$ cat config.mk
export PLATFORM = sky130hd
export DESIGN_NAME = wmc_fifo
export DESIGN_NICKNAME = d
export VERILOG_FILES = /design/src/sv/wmc_pkg.sv /design/src/sv/wmc_fifo.sv
export VERILOG_INCLUDE_DIRS = /design/src /design/src/sv
export SDC_FILE = /design/constraint.sdc
export NUM_CORES = 1
export LEC_CHECK = 0
export ABC_AREA = 0
export BUFFER_PORTS_ARGS = -buffer_cell sky130_fd_sc_hd__buf_2
export CAP_MARGIN = 0
export CORE_MARGIN = 2
export CORE_UTILIZATION = 40
export CTS_BUF_LIST = sky130_fd_sc_hd__clkbuf_8
export DETAILED_ROUTE_END_ITERATION = 8
export PLACE_DENSITY_LB_ADDON = 0.08
export SYNTH_ARGS = -nofsm -noshare
export SYNTH_HDL_FRONTEND = slang
export SYNTH_SLANG_ARGS = --single-unit
$ cat constraint.sdc
create_clock -name clk -period 16 [get_ports clk]
set_input_delay 2.4 -clock clk [delete_from_list [all_inputs] [get_ports clk]]
set_output_delay 2.4 -clock clk [all_outputs]
set_load 0.03 [all_outputs]
$ cat src/sv/assert_macros.svh
// assertion macros shared by the compose unit modules
`ifndef ASSERT_MACROS_SVH
`define ASSERT_MACROS_SVH

// property checked on every clock edge outside reset
`define WMC_ASSERT(label, prop, msg) \
  label: assert property (@(posedge clk) disable iff (!rst_n) prop) else $error(msg);

// condition in one cycle implies a condition in the next
`define WMC_ASSERT_NEXT(label, pre, post, msg) \
  label: assert property (@(posedge clk) disable iff (!rst_n) pre |=> post) else $error(msg);

`endif

$ cat src/sv/wmc_pkg.sv
// types, constants and arithmetic helpers of the world matrix compose unit
package wmc_pkg;

  typedef logic signed [33:0] q_t;
  typedef logic signed [35:0] ang_t;
  typedef logic signed [67:0] prod_t;
  typedef logic signed [31:0] elem_t;

  localparam q_t    Q30_ONE     = 34'sd1073741824;
  localparam ang_t  PI_Q30      = 36'sd3373259426;
  localparam ang_t  HALF_PI_Q30 = 36'sd1686629713;
  localparam ang_t  TWO_PI_Q30  = 36'sd6746518852;
  localparam elem_t ELEM_ONE    = 32'sd65536;

  localparam int SIN_STEPS  = 5;
  localparam int COS_STEPS  = 6;
  localparam int NUM_ANGLES = 3;
  localparam int LAST_TERM  = 22;
  localparam int ELEM_BASE  = 14;
  localparam logic [1:0] LAST_ROW = 2'd3;

  typedef struct packed {
    logic signed [15:0] scale_x;
    logic signed [15:0] scale_y;
    logic signed [15:0] scale_z;
    q_t                 ang_x;
    q_t                 ang_y;
    q_t                 ang_z;
    logic [2:0]         cneg;
    logic signed [23:0] offset_x;
    logic signed [23:0] offset_y;
    logic signed [23:0] offset_z;
  } item_t;

  typedef struct packed {
    logic full;
    logic empty;
  } fifo_stat_t;

  typedef struct packed {
    logic start;
    q_t   x;
    logic cneg;
  } trig_req_t;

  typedef struct packed {
    logic done;
    q_t   s;
    q_t   c;
  } trig_resp_t;

  typedef struct packed {
    elem_t e0;
    elem_t e1;
    elem_t e2;
  } row_t;

  typedef enum logic [3:0] {
    T_IDLE, T_SQ, T_SQR, T_MUL, T_RND, T_DIV, T_UPD, T_SMUL, T_SFIN, T_CFIN
  } trig_state_t;

  typedef enum logic [2:0] {
    B_IDLE, B_TSTART, B_TWAIT, B_MAT, B_DRAIN, B_HOLD
  } back_state_t;

  // round to nearest, ties away from zero
  function automatic prod_t rnd_sh(input prod_t v, input int unsigned sh);
    logic [67:0] mag;
    logic [67:0] r;
    mag = v[67] ? 68'(-v) : 68'(v);
    r = (mag + (68'd1 << (sh - 1))) >> sh;
    return v[67] ? -$signed(r) : $signed(r);
  endfunction

  function automatic q_t clamp_unit(input q_t v);
    if (v > Q30_ONE) return Q30_ONE;
    if (v < -Q30_ONE) return -Q30_ONE;
    return v;
  endfunction

  function automatic elem_t sat32(input prod_t v);
    if (v > 68'sd2147483647) return 32'sh7fffffff;
    if (v < -68'sd2147483648) return 32'sh80000000;
    return elem_t'(v);
  endfunction

  // horner step divisors k*(k+1) as reciprocals, exact for 32 bit dividends
  function automatic logic [32:0] div_recip(input logic cos_chain, input logic [2:0] step);
    logic [32:0] m;
    m = 33'd4294967296;
    if (!cos_chain) begin
      unique case (step)
        3'd0: m = 33'd4997780127;
        3'd1: m = 33'd7635497416;
        3'd2: m = 33'd6544712071;
        3'd3: m = 33'd6871947674;
        default: m = 33'd5726623062;
      endcase
    end else begin
      unique case (step)
        3'd0: m = 33'd8329633544;
        3'd1: m = 33'd6108397933;
        3'd2: m = 33'd4908534053;
        3'd3: m = 33'd4581298450;
        3'd4: m = 33'd5726623062;
        default: m = 33'd4294967296;
      endcase
    end
    return m;
  endfunction

  // shift that goes with each reciprocal
  function automatic logic [5:0] div_shift(input logic cos_chain, input logic [2:0] step);
    logic [5:0] s;
    s = 6'd33;
    if (!cos_chain) begin
      unique case (step)
        3'd0: s = 6'd39;
        3'd1: s = 6'd39;
        3'd2: s = 6'd38;
        3'd3: s = 6'd37;
        default: s = 6'd35;
      endcase
    end else begin
      unique case (step)
        3'd0: s = 6'd40;
        3'd1: s = 6'd39;
        3'd2: s = 6'd38;
        3'd3: s = 6'd37;
        3'd4: s = 6'd36;
        default: s = 6'd33;
      endcase
    end
    return s;
  endfunction

endpackage

$ cat src/sv/wmc_fifo.sv
// item queue between front and back
`include "assert_macros.svh"
module wmc_fifo import wmc_pkg::*; #(
  parameter int DEPTH = 2
) (
  input  logic       clk,
  input  logic       rst_n,
  input  logic       push,
  input  item_t      wr_data,
  input  logic       pop,
  output item_t      rd_data,
  output fifo_stat_t stat
);

  localparam int PW = (DEPTH > 1) ? $clog2(DEPTH) : 1;
  localparam int CW = $clog2(DEPTH + 1);

  item_t mem [DEPTH];
  logic [PW-1:0] wr_ptr_r, rd_ptr_r;
  logic [CW-1:0] count_r;

  function automatic logic [PW-1:0] inc(input logic [PW-1:0] p);
    return (p == PW'(DEPTH - 1)) ? '0 : p + 1'b1;
  endfunction

  assign stat.full  = (count_r == CW'(DEPTH));
  assign stat.empty = (count_r == '0);
  assign rd_data    = mem[rd_ptr_r];

  always_ff @(posedge clk) begin
    if (push) begin
      mem[wr_ptr_r] <= wr_data;
    end
  end

  always_ff @(posedge clk) begin
    if (!rst_n) begin
      wr_ptr_r <= '0;
      rd_ptr_r <= '0;
      count_r  <= '0;
    end else begin
      if (push) wr_ptr_r <= inc(wr_ptr_r);
      if (pop) rd_ptr_r <= inc(rd_ptr_r);
      if (push && !pop) count_r <= count_r + 1'b1;
      else if (pop && !push) count_r <= count_r - 1'b1;
    end
  end

  `WMC_ASSERT(a_fifo_no_ovf, !(push && stat.full), "queue push while full")
  `WMC_ASSERT(a_fifo_no_unf, !(pop && stat.empty), "queue pop while empty")
  `WMC_ASSERT(a_fifo_count, count_r <= CW'(DEPTH), "queue count beyond depth")

endmodule

* Word-level counts from Yosys, hierarchy flattened
Memories as Yosys holds them, arrays and structs flattened. A register that Yosys moved wholly into a read port is not among the register bits. Cells that the tools add are included.
Word-level totals: bits in writable memories 450, output and inout bits 227, bits of input ports 229, bits in latches 0, register bits 4, memories kept 1, memory bits (read-only) 0, word-level logic and storage cells 23
Memory list:
- mem | words 2, bits a word 225, read ports 1, clocked after memory_dff 1, wr ports 1, line wmc_fifo.sv:18 | item_t mem [DEPTH];
Cells by class: multiplexer cells 8, $add $sub $neg 4, divide/modulo/power cells 0, $mul 0, shift-type cells 0, order comparisons 0, eq/ne operators 1, reductions and logical operators 6, bitwise gates (word level) 0
Operators with widths (number):
- two-way mux 1 bit | 6
- two-way mux 2 bit | 2
- adder 1 bit, second input constant | 2
- adder 2 x 1 -> 2 bit, second input constant | 1
- equality test 2 bit, second input constant | 1
- logical AND 1 bit | 2
- zero test 1 bit | 2
- zero test 2 bit | 1
- nonzero test 2 bit | 1
- subtractor 2 x 1 -> 2 bit, second input constant | 1

* Longest topological paths before layout
Gate-level depths: netlist of run 1.
depth in word-level cells 4, gate-level depth with buffers 5, depth with buffers taken out 5

* Worst setup path after synthesis of run 1
Ideal clock, no wire load.
path type in2reg, from input port push, to register wr_ptr_r, arrival 12.888 ns, required time 15.896 ns, setup time 0.104 ns, stages on the path 2, path slack 3.008 ns, buffers on the path 0, cells stage by stage nor2b_1 -> o21a_1
RTL lines:
- from (decl) | line wmc_fifo.sv:8 | input logic push,
- to (signal assigned) | line wmc_fifo.sv:42 | if (push) wr_ptr_r <= inc(wr_ptr_r);
- to (decl) | line wmc_fifo.sv:19 | logic [PW-1:0] wr_ptr_r, rd_ptr_r;

==> flow_summary.json, run 1 <==
{
  "outcome": "finished, final reports clean",
  "grt_max_degree": 162,
  "hp-class": "reg -> reg",
  "cts_setup_buffers": 0,
  "fin_nets": 1468,
  "antenna_found_initial": 11,
  "clk_pin_slew_ns": 0.06,
  "finClkSkew_ns": 0.0172,
  "ys_ff_latch": 455,
  "layout_commonest_cell": "buf_2",
  "cts_tree": "built",
  "syn_area_mm2": 0.0171,
  "rsz0062_at_grt": "false",
  "hold_buffers": 0,
  "powerDensity_mw_per_mm2": 127,
  "cts_root_buffer": "clkbuf_8",
  "synth_nets": 952,
  "slew_violations": 0,
  "io_pins": 456,
  "cp_max_fo": 138,
  "synthCells": 722,
  "yosysTopAreaCell": "edfxtp_1",
  "vias": 8503,
  "period_share_pct": 33.4,
  "synth_top_area_share_pct": 79.2,
  "port_buffers": 455,
  "coreArea_mm2": 0.0420,
  "clk_latency_ns": 0.62,
  "synth_warnings": 0,
  "fillCellCount": 3591,
  "gp_congestion": 0.728,
  "wl_per_cell_um": 20.1,
  "cts_max_level": 3,
  "crit_path_start_kind": "register",
  "wirelength_um": 36900,
  "drtIter0Drc": 469,
  "syn_to_final_growth_pct": 24.4,
  "vdd_ir_drop_max_v": 0.0000742,
  "rows": 75,
  "setup_violations": 0,
  "dp_cells": 1698,
  "p_leak_nw": 8.36,
  "dieArea_mm2": 0.0443,
  "avgViaCountPerCell": 4.63,
  "ys_top_cells_by_area": "edfxtp_1 (79%), mux2_4 (13%), mux2_2 (4.9%)",
  "hold_viol": 0,
  "max_freq_mhz": 187,
  "cts_resized": 0,
  "mostFrequentLayoutCells": "buf_2 (455), edfxtp_1 (450), mux2_4 (150), clkbuf_8 (80), mux2_2 (75)",
  "track_usage_pct": 16.1,
  "cts_buffers": 77,
  "antenna_left": 0,
  "slew_headroom_pct": 23.5,
  "worstPathRequired_ns": 13.60,
  "fin_crit_ns": 5.35,
  "syn_avg_cell_area_um2": 23.6,
  "first_pass_iters": 4,
  "initial_core_util_pct": 40.6,
  "tightest_slew_ns": 1.15,
  "dp_hpwl_um": 24000,
  "endpoint_kind": "output pin",
  "die_x_um": 211,
  "overflow": 0,
  "clock_path_buffers": 3,
  "grt_pass1_wl_um": 52500,
  "cap_violations": 0,
  "drive_gt1_share_pct": 60.0,
  "die_y_um": 211,
  "path_class": "reg -> out",
  "grt_pass1_vias": 8829,
  "layout.cells.non_filler": 1838,
  "setup-tns-final_ns": 0,
  "crit_arrival_ns": 2.95,
  "ys_types": 17,
  "synth-seq-area-share_pct": 79.8,
  "drc": 0,
  "numClockSinks": 455
}
[through the flow]
| step | utilization [%] | hold WS, ns | total power [mW] | setup slack (ns) | area [µm²] |
|---|---|---|---|---|---|
| 2_1_floorplan | - | 0.473 | 1.71 | 3.01 | 17100 |
| 3_3_place_gp | 47.3 | 0.504 | 1.81 | 10.76 | 19900 |
| 3_5_place_dp | 47.3 | 0.530 | 1.82 | 10.79 | 19900 |
| 4_1_cts | 50.5 | 0.539 | 2.75 | 10.58 | 21200 |
| 5_1_grt | 50.5 | 0.574 | 2.82 | 10.48 | 21200 |
| 6_report | 50.5 | 0.558 | 2.70 | 10.65 | 21200 |
[Yosys cell counts]
cell type    n
edfxtp_1   450
mux2_4     150
mux2_2      75
buf_6       18
buf_2        7
dfxtp_1      5
and2_1       4
nor2b_1      3
xor2_1       2
a21boi_0     1
ha_1         1
inv_1        1
nor2_1       1
o21a_1       1
o21ai_0      1
or3_1        1
xnor2_1      1
[state kept, by name (all words and copies together) (netlist names), named ones only]
name	cells
mem	450
count_r	2
rd_ptr_r	1
wr_ptr_r	1
[critical path, cell delays in order, from the launching register on]
cell and delay, ns:
dfxtp_4 0.70, buf_12 0.69, mux2_2 0.46, buf_2 0.19
[area by class of cell]
cell class                 instances  area (µm²)  share of cell area (%)
clock inverter                    55         250                    1.18
timing repair buffer             462        2350                    11.1
sequential                       455       13600                    64.1
inverter                           1        3.75                  0.0177
clock buffer                      80        1100                    5.19
multi-input combinational        241        3220                    15.2
antenna                            5        12.5                  0.0589
tap                              539         674                    3.18
[metal layers]
| layer | vias to the layer above | track usage [%] | wire length [µm] | share of wire (%) |
|---|---|---|---|---|
| met2 | 314 | 26.7 | 18400 | 50 |
| met5 | - | 0 | 60 | 0.16 |
| li1 | 3940 | - | - | - |
| met4 | 10 | 5.63 | 940 | 2.5 |
| met1 | 4170 | 17.8 | 13800 | 37 |
| met3 | 69 | 8.06 | 3670 | 9.9 |
[logic make-up (layout without fill, tap and decap cells)]
group,Yosys count,after routing,share of synthesized area [%]
muxes,225,225,18.1
DFF,455,455,79.8
adders and majority gates,1,1,0.0733
buffers and inverters,26,598,1.42
and+or+nand+nor,9,9,0.315
xor gates and xnor gates,3,3,0.154
other,0,5,0
AOI/OAI and AO/OA,3,3,0.117
[report_power, final]
group          switching (mW)  internal [mW]
registers              0.0170           1.38
clock network           0.441          0.476
logic                   0.239          0.148
[final timing paths]
kind,startpoint,to,slack (ns),depth (start not counted)
worst max-delay path,register,rd_data[41],10.65,3
worst min-delay path,count_r[1],count_r[1],0.56,2
worst max register to register,wr_ptr_r,mem[1][124],13.01,3
worst min register to register,count_r[1],count_r[1],0.56,2
(Power assumes the default switching activity.)
==> run 2: changes to the inputs <==
- clock period: 16 -> 4.65 ns (I/O delays scaled with it)
==> run 2 against run 1 <==
  * Via count is 1.8% higher
  * Combinational power grew to 3.4 times the previous value
  * Critical endpoint is now rd_data[126]
  * Global-route usage is 0.45 points higher
  * Critical path depth stayed put
  * Register-to-register slack worse by 9.9 ns
  * Die area stayed put
  * Clock power grew to 3.4 times the previous value
  * Largest power group unchanged
  * Final cell count is 0.87% higher
  * First-iteration DRC count is 26% lower
  * Final area is 0.65% higher
==> flow_summary.json, run 2 (synthesis gave the netlist of run 1 again) <==
{
  "outcome": "finished, final reports clean",
  "top_regs": "mem x450, count_r x2",
  "fin_crit_ns": 3.35,
  "overflow": 0,
  "hp-class": "in -> reg",
  "drtIter0Drc": 348,
  "grt_max_degree": 116,
  "track_usage_pct": 16.5,
  "multiInputGateArea_mm2": 0.00322,
  "vdd_ir_drop_max_v": 0.000232,
  "wl_per_cell_um": 20.5,
  "numClockSinks": 455,
  "cts_setup_buffers": 0,
  "avgViaCountPerCell": 4.67,
  "worstPathRequired_ns": 3.95,
  "drc": 0,
  "initial_core_util_pct": 40.6,
  "fin_nets": 1476,
  "tightest_slew_ns": 1.01,
  "cts_max_level": 3,
  "port_buffers": 455,
  "hold_buffers": 0,
  "io_pins": 456,
  "cp_max_fo": 50,
  "cts_tree": "built",
  "drive_gt1_share_pct": 60.1,
  "antenna_left": 0,
  "regMostFlops": "mem",
  "fin_area_mm2": 0.0214,
  "grt_pass1_vias": 8970,
  "antenna_found_initial": 16,
  "max_freq_mhz": 299,
  "p_leak_nw": 8.41,
  "r2r_slack_ns": 3.07,
  "slew_violations": 0,
  "vias": 8655,
  "cts_resized": 0,
  "crit_path_start_kind": "register",
  "gp_congestion": 0.761,
  "cap_violations": 0,
  "setup-tns-final_ns": 0,
  "hold_viol": 0,
  "pre_cts_slack_ns": 1.90,
  "cts_buffers": 78,
  "endpoint_kind": "output pin",
  "mostFrequentLayoutCells": "buf_2 (455), edfxtp_1 (450), mux2_4 (150), clkbuf_8 (82), mux2_2 (75)",
  "crit_arrival_ns": 2.65,
  "clock_path_buffers": 3,
  "clk_latency_ns": 0.61,
  "layout_commonest_cell": "buf_2",
  "fillCellCount": 3579,
  "die_x_um": 211,
  "placed_cell_area_mm2": 0.0200,
  "die_y_um": 211,
  "setup_violations": 0,
  "dieArea_mm2": 0.0443,
  "coreArea_mm2": 0.0420,
  "power_mw": 9.31,
  "slew_headroom_pct": 33.0,
  "cts_root_buffer": "clkbuf_8",
  "syn_to_final_growth_pct": 25.2,
  "finClkSkew_ns": 0.0155,
  "path_class": "reg -> out",
  "rsz0062_at_grt": "false",
  "largest_reg_flops": 450,
  "setup_ws_ns": 1.30,
  "grt_pass1_wl_um": 53700,
  "rows": 75,
  "first_pass_iters": 6,
  "regArea_mm2": 0.0136,
  "powerDensity_mw_per_mm2": 435,
  "period_share_pct": 72.0,
  "clk_pin_slew_ns": 0.06,
  "dp_hpwl_um": 25200,
  "wirelength_um": 38100
}
-- run 2: cell types whose count changed in the layout (fill, tap and decap cells not counted), moves of 3 or more --
cell,delta
inv_1,-5
diode_2,+3
buf_12,+5
clkinv_2,+3
clkinv_1,+8
-- run 2: worst max-delay path, stage by stage, from the launching register on --
cell     delay, ns
dfxtp_4       0.97
buf_4         0.45
mux2_4        0.35
buf_2         0.18
-- run 2: final timing paths --
path	from	end	cells after the start
worst max-delay path	register	rd_data[126]	3
worst min-delay path	wr_data[214]	mem[1][214]	1
worst max register to register	wr_ptr_r	mem[1][141]	2
worst min register to register	count_r[1]	count_r[1]	2
-- run 2: layer usage --
| layer | GRT usage, % | vias up | wire (µm) |
|---|---|---|---|
| met2 | 27.6 | 335 | 18800 |
| met5 | 0 | - | 107 |
| met3 | 7.43 | 82 | 3510 |
| met4 | 6.63 | 16 | 971 |
| met1 | 18.4 | 4263 | 14600 |
| li1 | - | 3959 | - |
-- run 2: layout make-up --
class | instances | share of cell area [%]
tap | 539 | 3.16
multi-input combinational | 241 | 15.1
antenna | 8 | 0.0937
timing repair buffer | 469 | 11.6
clock buffer | 82 | 5.28
inverter | 1 | 0.0176
sequential | 455 | 63.7
clock inverter | 59 | 1.12
-- run 2: stage by stage --
| stage | hold slack, ns | utilization (%) | instances |
|---|---|---|---|
| after detailed placement | 0.515 | 47.5 | 1705 |
| final | 0.272 | 50.8 | 1854 |
| after CTS | 0.204 | 50.8 | 1846 |
| after floorplan | 0.473 | - | 722 |
| after global routing | 0.223 | 50.8 | 1849 |
| after global placement | 0.501 | 47.5 | 1705 |
-- run 2: power by group --
group	internal [mW]	switching (mW)	total (mW)	leakage, nW
Clock	1.62	1.53	3.15	0.789
Sequential	4.75	0.0725	4.82	4.27
Combinational	0.517	0.815	1.33	3.35
Total	6.89	2.42	9.31	8.41
