[src/sv/assert_macros.svh]
// assertion macros shared by the compose unit modules
`ifndef ASSERT_MACROS_SVH
`define ASSERT_MACROS_SVH

// property checked on every clock edge outside reset
`define WMC_ASSERT(label, prop, msg) \
  label: assert property (@(posedge clk) disable iff (!rst_n) prop) else $error(msg);

// condition in one cycle implies a condition in the next
`define WMC_ASSERT_NEXT(label, pre, post, msg) \
  label: assert property (@(posedge clk) disable iff (!rst_n) pre |=> post) else $error(msg);

`endif

[src/sv/wmc_pkg.sv]
// types, constants and arithmetic helpers of the world matrix compose unit
package wmc_pkg;

  typedef logic signed [33:0] q_t;
  typedef logic signed [35:0] ang_t;
  typedef logic signed [67:0] prod_t;
  typedef logic signed [31:0] elem_t;

  localparam q_t    Q30_ONE     = 34'sd1073741824;
  localparam ang_t  PI_Q30      = 36'sd3373259426;
  localparam ang_t  HALF_PI_Q30 = 36'sd1686629713;
  localparam ang_t  TWO_PI_Q30  = 36'sd6746518852;
  localparam elem_t ELEM_ONE    = 32'sd65536;

  localparam int SIN_STEPS  = 5;
  localparam int COS_STEPS  = 6;
  localparam int NUM_ANGLES = 3;
  localparam int LAST_TERM  = 22;
  localparam int ELEM_BASE  = 14;
  localparam logic [1:0] LAST_ROW = 2'd3;

  typedef struct packed {
    logic signed [15:0] scale_x;
    logic signed [15:0] scale_y;
    logic signed [15:0] scale_z;
    q_t                 ang_x;
    q_t                 ang_y;
    q_t                 ang_z;
    logic [2:0]         cneg;
    logic signed [23:0] offset_x;
    logic signed [23:0] offset_y;
    logic signed [23:0] offset_z;
  } item_t;

  typedef struct packed {
    logic full;
    logic empty;
  } fifo_stat_t;

  typedef struct packed {
    logic start;
    q_t   x;
    logic cneg;
  } trig_req_t;

  typedef struct packed {
    logic done;
    q_t   s;
    q_t   c;
  } trig_resp_t;

  typedef struct packed {
    elem_t e0;
    elem_t e1;
    elem_t e2;
  } row_t;

  typedef enum logic [3:0] {
    T_IDLE, T_SQ, T_SQR, T_MUL, T_RND, T_DIV, T_UPD, T_SMUL, T_SFIN, T_CFIN
  } trig_state_t;

  typedef enum logic [2:0] {
    B_IDLE, B_TSTART, B_TWAIT, B_MAT, B_DRAIN, B_HOLD
  } back_state_t;

  // round to nearest, ties away from zero
  function automatic prod_t rnd_sh(input prod_t v, input int unsigned sh);
    logic [67:0] mag;
    logic [67:0] r;
    mag = v[67] ? 68'(-v) : 68'(v);
    r = (mag + (68'd1 << (sh - 1))) >> sh;
    return v[67] ? -$signed(r) : $signed(r);
  endfunction

  function automatic q_t clamp_unit(input q_t v);
    if (v > Q30_ONE) return Q30_ONE;
    if (v < -Q30_ONE) return -Q30_ONE;
    return v;
  endfunction

  function automatic elem_t sat32(input prod_t v);
    if (v > 68'sd2147483647) return 32'sh7fffffff;
    if (v < -68'sd2147483648) return 32'sh80000000;
    return elem_t'(v);
  endfunction

  // horner step divisors k*(k+1) as reciprocals, exact for 32 bit dividends
  function automatic logic [32:0] div_recip(input logic cos_chain, input logic [2:0] step);
    logic [32:0] m;
    m = 33'd4294967296;
    if (!cos_chain) begin
      unique case (step)
        3'd0: m = 33'd4997780127;
        3'd1: m = 33'd7635497416;
        3'd2: m = 33'd6544712071;
        3'd3: m = 33'd6871947674;
        default: m = 33'd5726623062;
      endcase
    end else begin
      unique case (step)
        3'd0: m = 33'd8329633544;
        3'd1: m = 33'd6108397933;
        3'd2: m = 33'd4908534053;
        3'd3: m = 33'd4581298450;
        3'd4: m = 33'd5726623062;
        default: m = 33'd4294967296;
      endcase
    end
    return m;
  endfunction

  // shift that goes with each reciprocal
  function automatic logic [5:0] div_shift(input logic cos_chain, input logic [2:0] step);
    logic [5:0] s;
    s = 6'd33;
    if (!cos_chain) begin
      unique case (step)
        3'd0: s = 6'd39;
        3'd1: s = 6'd39;
        3'd2: s = 6'd38;
        3'd3: s = 6'd37;
        default: s = 6'd35;
      endcase
    end else begin
      unique case (step)
        3'd0: s = 6'd40;
        3'd1: s = 6'd39;
        3'd2: s = 6'd38;
        3'd3: s = 6'd37;
        3'd4: s = 6'd36;
        default: s = 6'd33;
      endcase
    end
    return s;
  endfunction

endpackage

[src/sv/wmc_front.sv]
// front end: accepts input beats and folds angles into the range -pi/2 to pi/2
module wmc_front import wmc_pkg::*; (
  input  logic               in_valid,
  output logic               in_stall,
  input  logic signed [15:0] in_scale_x,
  input  logic signed [15:0] in_scale_y,
  input  logic signed [15:0] in_scale_z,
  input  logic signed [15:0] in_angle_x,
  input  logic signed [15:0] in_angle_y,
  input  logic signed [15:0] in_angle_z,
  input  logic signed [23:0] in_offset_x,
  input  logic signed [23:0] in_offset_y,
  input  logic signed [23:0] in_offset_z,
  input  fifo_stat_t         q_stat,
  output logic               q_push,
  output item_t              q_data
);

  function automatic logic [34:0] fold(input logic signed [15:0] a);
    ang_t x0;
    ang_t x1;
    ang_t x2;
    logic neg;
    x0 = {{2{a[15]}}, a, 18'd0};
    x1 = x0;
    if (x0 > PI_Q30) x1 = x0 - TWO_PI_Q30;
    else if (x0 < -PI_Q30) x1 = x0 + TWO_PI_Q30;
    x2 = x1;
    neg = 1'b0;
    if (x1 > HALF_PI_Q30) begin
      x2 = PI_Q30 - x1;
      neg = 1'b1;
    end else if (x1 < -HALF_PI_Q30) begin
      x2 = -PI_Q30 - x1;
      neg = 1'b1;
    end
    return {neg, x2[33:0]};
  endfunction

  logic [34:0] fx, fy, fz;

  assign fx = fold(in_angle_x);
  assign fy = fold(in_angle_y);
  assign fz = fold(in_angle_z);

  assign in_stall = q_stat.full;
  assign q_push   = in_valid & ~q_stat.full;

  always_comb begin
    q_data.scale_x  = in_scale_x;
    q_data.scale_y  = in_scale_y;
    q_data.scale_z  = in_scale_z;
    q_data.ang_x    = q_t'(fx[33:0]);
    q_data.ang_y    = q_t'(fy[33:0]);
    q_data.ang_z    = q_t'(fz[33:0]);
    q_data.cneg     = {fz[34], fy[34], fx[34]};
    q_data.offset_x = in_offset_x;
    q_data.offset_y = in_offset_y;
    q_data.offset_z = in_offset_z;
  end

endmodule

[config.mk]
export PLATFORM = sky130hd
export DESIGN_NAME = wmc_front
export DESIGN_NICKNAME = d
export VERILOG_FILES = /design/src/sv/assert_macros.svh /design/src/sv/wmc_pkg.sv /design/src/sv/wmc_front.sv
export SDC_FILE = /design/constraint.sdc
export NUM_CORES = 1
export LEC_CHECK = 0
export BUFFER_PORTS_ARGS = -buffer_cell sky130_fd_sc_hd__buf_2
export CAP_MARGIN = 25
export CORE_AREA = 4 4 154 156
export DETAILED_ROUTE_END_ITERATION = 8
export DIE_AREA = 0 0 158 160
export PLACE_DENSITY = 0.58
export REMOVE_ABC_BUFFERS = 1
export SLEW_MARGIN = 20
export SYNTH_ARGS = -nofsm -noshare
export SYNTH_HDL_FRONTEND = slang
export SYNTH_SLANG_ARGS = --single-unit
export TNS_END_PERCENT = 50
[constraint.sdc]
create_clock -name vclk -period 7.8
set_clock_uncertainty 0.15 [all_clocks]
set_input_delay 0.39 -clock vclk [all_inputs]
set_output_delay 0.39 -clock vclk [all_outputs]
set_load 0.03 [all_outputs]
# Word-level counts from Yosys, hierarchy flattened
# Cells that the tools add are included.
# W data, S select, Z words.
# totals
ff_bits	0
output_inout_bits	227
word_cells	44
# classes
n_addsub	12
order_cmp	12
mux	18
bitwise_logic	2
# op_table
cell	count
$mux W36	6
$mux W34	6
$sub A33 B34 Y34 const A	6
$gt A36 B32 Y1 const B	3
$lt A36 B32 Y1 const B	3
$add A34 B34 Y35 const B	3
$sub A34 B34 Y35 const B	3
$gt A34 B33 Y1 const B	3
$lt A34 B33 Y1 const B	3
$mux W1	6
$and A1 B1 Y1	1
$not A1 Y1	1

# Logic depth before layout (Yosys ltp)
# Gate-level depths: netlist (run 1).
# depth
word_depth	6
mapped_depth	17
depth_no_buf	13

# Worst setup path after synthesis (run 1)
# Ideal clock, no wire load.
# synth_path
kind	input to output
from	input port in_angle_x[3]
to	output port q_data[151] (netlist bit)
arrival_time_ps	4030
required_time_ps	7260
setup_slack_ps	3230
path_stages	13
n_path_buf	3
path_cell_list	buf_2 > or4_1 > a21oi_2 > o22a_2 > mux2_2 > a211oi_1 > nor2_1 > nand3_1 > a31o_1 > buf_2 > nand2_1 > o21ai_0 > buf_4
# synth_lines
item	line	text
start, declared	wmc_front.sv:8	input logic signed [15:0] in_angle_x,
end, declared	wmc_front.sv:16	output item_t q_data

==> summary.txt, run 1 <==
Outcome: finished, final reports clean
Hpwl dp: 34000 microns
CP endpoint kind: output pin
Finished Cell Area: 5610 sq um
Leading area contributor after synthesis: buf_4
PD cells: 171 nW/um^2
Final hold violations: 0
Max-slew violation count: 0
Compound-Gate Fraction of Synth Area: 36.3%
CP bufs+invs: 3
Final worst-path cycle share: 67.4%
Num rows: 55
Count of final setup violators: 0
Post-Syn Area per Cell: 7.06 sq um
Most common cell in the netlist: buf_4
Slew HR: 37.9%
Num sequential: 0
Final WS setup: 2.55 ns
Grt total ovfl: 0
Wire length per cell: 35.3 microns
First-pass GRT wire length: 49700 microns
Worst EP required: 7.26 ns
Starting Density: 26.1%
Synth Area in Adders: 2.57%
Pre-CTS setup slack: 2.65 ns
Post-Synth XOR/XNOR Area: 13.2%
Area post-placement: 5610 sq um
Largest family of logic cells by synthesized area: compound AO/OA/AOI/OAI gates
Synthesized instance count: 827
Synthesized area: 5840 sq um
Yosys Warn Count: 0
Startpoint Class: primary input
Family with the most delay on the worst path: compound AO/OA/AOI/OAI gates
Tightest Pin Transition: 0.932 ns
Setup CP Type: in2out
Io pins: 398
Sequential share of the synthesized area: 0%
WHS: 0.630 ns
Simple-gate area share of the yosys netlist: 20.7%
Reg area: 0 sq um
Worst-path fanout max: 16
Placer Congestion: 1.03
Via/cell ratio: 5.76
Fin nets: 974
RSZ-0062 raised after global routing: false
Layout cells sized above 1: 29.0%
Max Cap Viol: 0
Layout area overhead: -3.98%
Pre-Repair DR Iteration Count: 5
Die width: 158 microns
Leak: 2.23 nW
Non-filler cells, final: 1074
Die area: 25300 sq um
Multiplexer share of the synthesized area: 0.964%
Number of diodes: 0
Synth cell types: 106
Worst-path cell chain: buf_2 > inv_1 > ha_1 > o31ai_2 > a21o_1 > nand2_1 > o221ai_2 > a311oi_1 > o221ai_2 > nand2b_1 > o211ai_1 > xnor2_1 > buf_2
DR iter-0 viols: 478
Total GRT Usage: 28.0%
Largest cells by area after synthesis: buf_4, xnor2_1, xor2_1
Hold_buf cts: 0
Synth cell count leaders: buf_4, nor2_1, nand2_1
Hold Crit Class: in2out
Initial antenna violation count: 0
DR vias: 6184
Vias in the first global route: 5734
Worst IR Drop VDD: 101 uV
Top cell type's share of synthesized area: 19.9%
DRC errors left: 0
CTS resizes: 0
Min Tclk post-route: 5.25 ns
Die Ht: 160 microns
Post-CTS Setup Inserts: 0
Largest net degree at the start of global routing: 22
ANT nets after route: 0
Final-layout clock buffer total: 0
Core area: 22400 sq um
TNS Setup: 0 ns
Final WL: 37900 microns
Critical Path AT: 4.71 ns
IO Port Bufs: 154
Worst path slowest cell: o221ai_2
Max incr delay on CP: 0.70 ns
FMAX: 190 MHz
DP Cell Count: 1074
-- cells in the final DEF, fill, tap and decap left out, drive strengths merged, types with 5 or more instances in the layout --
| master | n |
|---|---|
| buf | 160 |
| nor2 | 58 |
| nand2 | 58 |
| xnor2 | 58 |
| a21oi | 45 |
| o21ai | 45 |
| inv | 29 |
| xor2 | 26 |
| o22ai | 19 |
| a31oi | 17 |
| nor3 | 17 |
| nand3 | 15 |
| nand4 | 13 |
| ha | 12 |
| nand2b | 11 |
| o31ai | 11 |
| and3 | 10 |
| and2 | 10 |
| o211ai | 8 |
| a211o | 7 |
| o21bai | 7 |
| a21o | 7 |
| o32ai | 7 |
| a211oi | 7 |
| or3 | 7 |
| a32oi | 7 |
| a22oi | 6 |
| a21boi | 6 |
| o311ai | 6 |
| nor2b | 5 |
| a2bb2oi | 5 |
| nor4 | 5 |
| o21a | 5 |
-- worst paths after layout --
kind,start,to,depth (start not counted)
hold / removal,in_scale_z[0],q_data[177],0
setup / recovery,in_angle_z[0],q_data[93],13
-- per-layer routing --
metal	wire length, microns	track usage [%]
met5	261	10.9
met4	1940	10.4
met3	10300	33.6
met2	16000	42.4
met1	9470	21.3
-- cell type report --
cell class / instances / area [sq um]
well taps: 285 / 357
inverters: 29 / 109
fillers: 2498 / 16800
repair buffers: 160 / 813
multi-input cells: 600 / 4330
-- stage by stage --
stage	utilization, %	total power [W]
after floorplan	-	0.000668
after global placement	25.1	0.000946
after CTS	25.1	0.000953
after detailed placement	25.1	0.000949
after global routing	25.1	0.00102
final	25.1	0.000958
-- report_power, final --
group / switching [W] / total [W] / internal, W
Sequential: 0 / 0 / 0
Clock: 0 / 0 / 0
Combinational: 0.000678 / 0.000958 / 0.000281
Total: 0.000678 / 0.000958 / 0.000281
-- kinds of logic after synthesis --
family                   Yosys count
multiplexers                       5
buffers and inverters            229
other                              1
XOR/XNOR                          84
AND/OR/NAND/NOR                  228
AO/OA/AOI/OAI                    268
adder cells (fa/ha/maj)           12
(Power assumes the default switching activity.)
==> run 2: changes to the inputs <==
--- a/config.mk
+++ b/config.mk
@@ -5,12 +5,13 @@
 export SDC_FILE = /design/constraint.sdc
 export NUM_CORES = 1
 export LEC_CHECK = 0
+export ABC_AREA = 1
 export BUFFER_PORTS_ARGS = -buffer_cell sky130_fd_sc_hd__buf_2
 export CAP_MARGIN = 25
-export CORE_AREA = 4 4 154 156
+export CORE_AREA = 4 4 153 155
 export DETAILED_ROUTE_END_ITERATION = 8
-export DIE_AREA = 0 0 158 160
-export PLACE_DENSITY = 0.58
+export DIE_AREA = 0 0 157 159
+export PLACE_DENSITY = 0.71
 export REMOVE_ABC_BUFFERS = 1
 export SLEW_MARGIN = 20
 export SYNTH_ARGS = -nofsm -noshare
==> constraint.sdc (replaced) <==
create_clock -name vclk -period 4.29
set_clock_uncertainty 0.15 [all_clocks]
set_input_delay 0.2145 -clock vclk [all_inputs]
set_output_delay 0.2145 -clock vclk [all_outputs]
set_load 0.03 [all_outputs]
==> run 2 against run 1 <==
  * Total power rose by 94%
  * Area after synthesis is 37% higher
  * Die area down 1.3%
  * Routed wire length increased by 17%
  * Non-clock buffer count grew 14
  * Core utilization is 11 points higher
  * Via count rose by 64%
==> summary.txt, run 2 <==
Synthesized area: 8000 sq um
Num sequential: 0
Min Tclk post-route: 3.85 ns
Reg area: 0 sq um
Power share of the clock group: 0%
Post-CTS Setup Inserts: 0
Synth cell types: 46
Final WL: 44600 microns
Tightest Pin Transition: 0.531 ns
RSZ-0062 raised after global routing: false
PD cells: 238 nW/um^2
Final hold violations: 0
Startpoint Class: primary input
Comb pwr share: 100.0%
Met2 WL: 18600 microns
Num rows: 54
Die Ht: 159 microns
Worst path slowest cell: nand3_2
FMAX: 259 MHz
CTS resizes: 0
Highest metal used: met5
Final design utilization: 35.8%
Worst-path cell chain: buf_2 > inv_1 > nor2_1 > nand2_1 > nand2_1 > nand2_2 > nand3_2 > buf_4 > nand2_1 > nand2_1 > nand2_1 > nand2_1 > inv_2 > nand3_1 > nor2_1 > nand3_1 > nand3_2 > nand2_2 > inv_2 > nand2_1 > nand2_1 > buf_2
Max Cap Viol: 0
DRC errors left: 0
Filler instances: 2555
Final WS setup: 0.436 ns
Synthesized instance count: 1623
Commonest non-fill, non-tap cell in the layout: nand2_1
Finished Cell Area: 7820 sq um
Area post-placement: 7820 sq um
Setup CP Type: in2out
ANT nets after route: 0
Critical Path AT: 3.49 ns
Share of power burned in registers: 0%
Final-layout clock buffer total: 0
Io pins: 398
Most common cell in the netlist: nand2_1
Fin nets: 1791
Max-slew violation count: 0
Slew HR: 64.6%
Family with the most delay on the worst path: simple AND/OR/NAND/NOR gates
Switching Power: 0.00134 W
Top cell type's share of synthesized area: 32.8%
Placer Congestion: 1.07
Largest cells by area after synthesis: nand2_1, buf_4, nand3_1
Final worst-path cycle share: 89.8%
Worst-path fanout max: 16
Sequential share of the synthesized area: 0%
Leak: 4.83 nW
Max incr delay on CP: 0.29 ns
Layout cells sized above 1: 16.9%
Number of diodes: 0
CP bufs+invs: 6
Layout area overhead: -2.25%
Multi-input gate area: 5900 sq um
IO Port Bufs: 154
Metal-1 WL: 11800 microns
Hold_buf cts: 0
Yosys Warn Count: 0
Wire length per cell: 23.6 microns
Outcome: finished, final reports clean
Grt total ovfl: 0
Hold Crit Class: in2out
Core area: 21800 sq um
Pre-CTS setup slack: 0.527 ns
Vias in the first global route: 8819
Worst EP required: 3.93 ns
CP dominant cell by count: nand2_1
Net Sw Frac: 72.4%
Critical Path Start: in_angle_x[7]
Met3 WL post-DR: 9470 microns
Die width: 157 microns
Total GRT Usage: 33.7%
First-pass GRT wire length: 62200 microns
Count of final setup violators: 0
Cell internal pwr: 0.000513 W
Pre-Repair DR Iteration Count: 6
Starting Density: 36.6%
Min-delay src: in_offset_z[18]
Post-Syn Area per Cell: 4.93 sq um
DR iter-0 viols: 864
Die area: 25000 sq um
Most frequent cells in the layout: nand2_1, nand3_1, buf_2
TNS Setup: 0 ns
Initial antenna violation count: 0
CP endpoint kind: output pin
DR vias: 10.1k
Leading area contributor after synthesis: nand2_1
Via/cell ratio: 5.37
Worst IR Drop VDD: 146 uV
Synth cell count leaders: nand2_1, nand3_1, buf_4
Hpwl dp: 39700 microns
Largest net degree at the start of global routing: 21
## run 2: cell types whose count changed after synthesis, moves of 15 or more
cell | before | now
nand4_1 | 13 | 59
nor2_1 | 57 | 128
inv_1 | 29 | 144
inv_2 | 0 | 18
xnor2_1 | 54 | 5
buf_2 | 30 | 12
nand3_1 | 15 | 183
a21oi_1 | 37 | 13
nand2_1 | 56 | 699
o22ai_1 | 17 | 0
nand3_2 | 0 | 15
a31oi_1 | 16 | 0
nand2_2 | 2 | 28
## run 2: cell families after synthesis
logic type	Yosys count	synth area share, %
and+or+nand+nor	1149	62.6
buffers and inverters	359	26.2
AOI/OAI and AO/OA	67	5.35
xor gates and xnor gates	35	3.83
adders and majority gates	12	1.88
other	1	0.0469
## run 2: power groups by stage
stage / clock, W / combinational (W) / sequential [W]
floorplan: 0 / 0.00131 / 0
global placement: 0 / 0.00182 / 0
detailed placement: 0 / 0.00183 / 0
CTS: 0 / 0.00183 / 0
global route: 0 / 0.00203 / 0
finish: 0 / 0.00186 / 0
## run 2: final timing paths
path	endpoint	slack [ns]	cells after the start
max	q_data[150]	0.44	22
min	q_data[18]	0.28	0
## run 2: layer usage
| layer | vias up | global-route usage, % |
|---|---|---|
| li1 | 4927 | - |
| met1 | 4359 | 28.3 |
| met2 | 739 | 51.1 |
| met3 | 100 | 28.1 |
| met4 | 4 | 25.2 |
| met5 | - | 6.55 |
## run 2: final cells by class
class	instances	share of cell area, %
Timing Repair Buffer	174	11.9
Tap cell	280	4.48
Multi-Input combinational cell	1266	75.6
Inverter	166	8.02
## run 2: per-stage QoR
step | hold slack (ns) | power, W | instances
global placement | 0.279 | 0.00182 | 1886
detailed placement | 0.279 | 0.00183 | 1886
global route | 0.279 | 0.00203 | 1886
CTS | 0.279 | 0.00183 | 1886
floorplan | 0.279 | 0.00131 | 1432
finish | 0.279 | 0.00186 | 1886
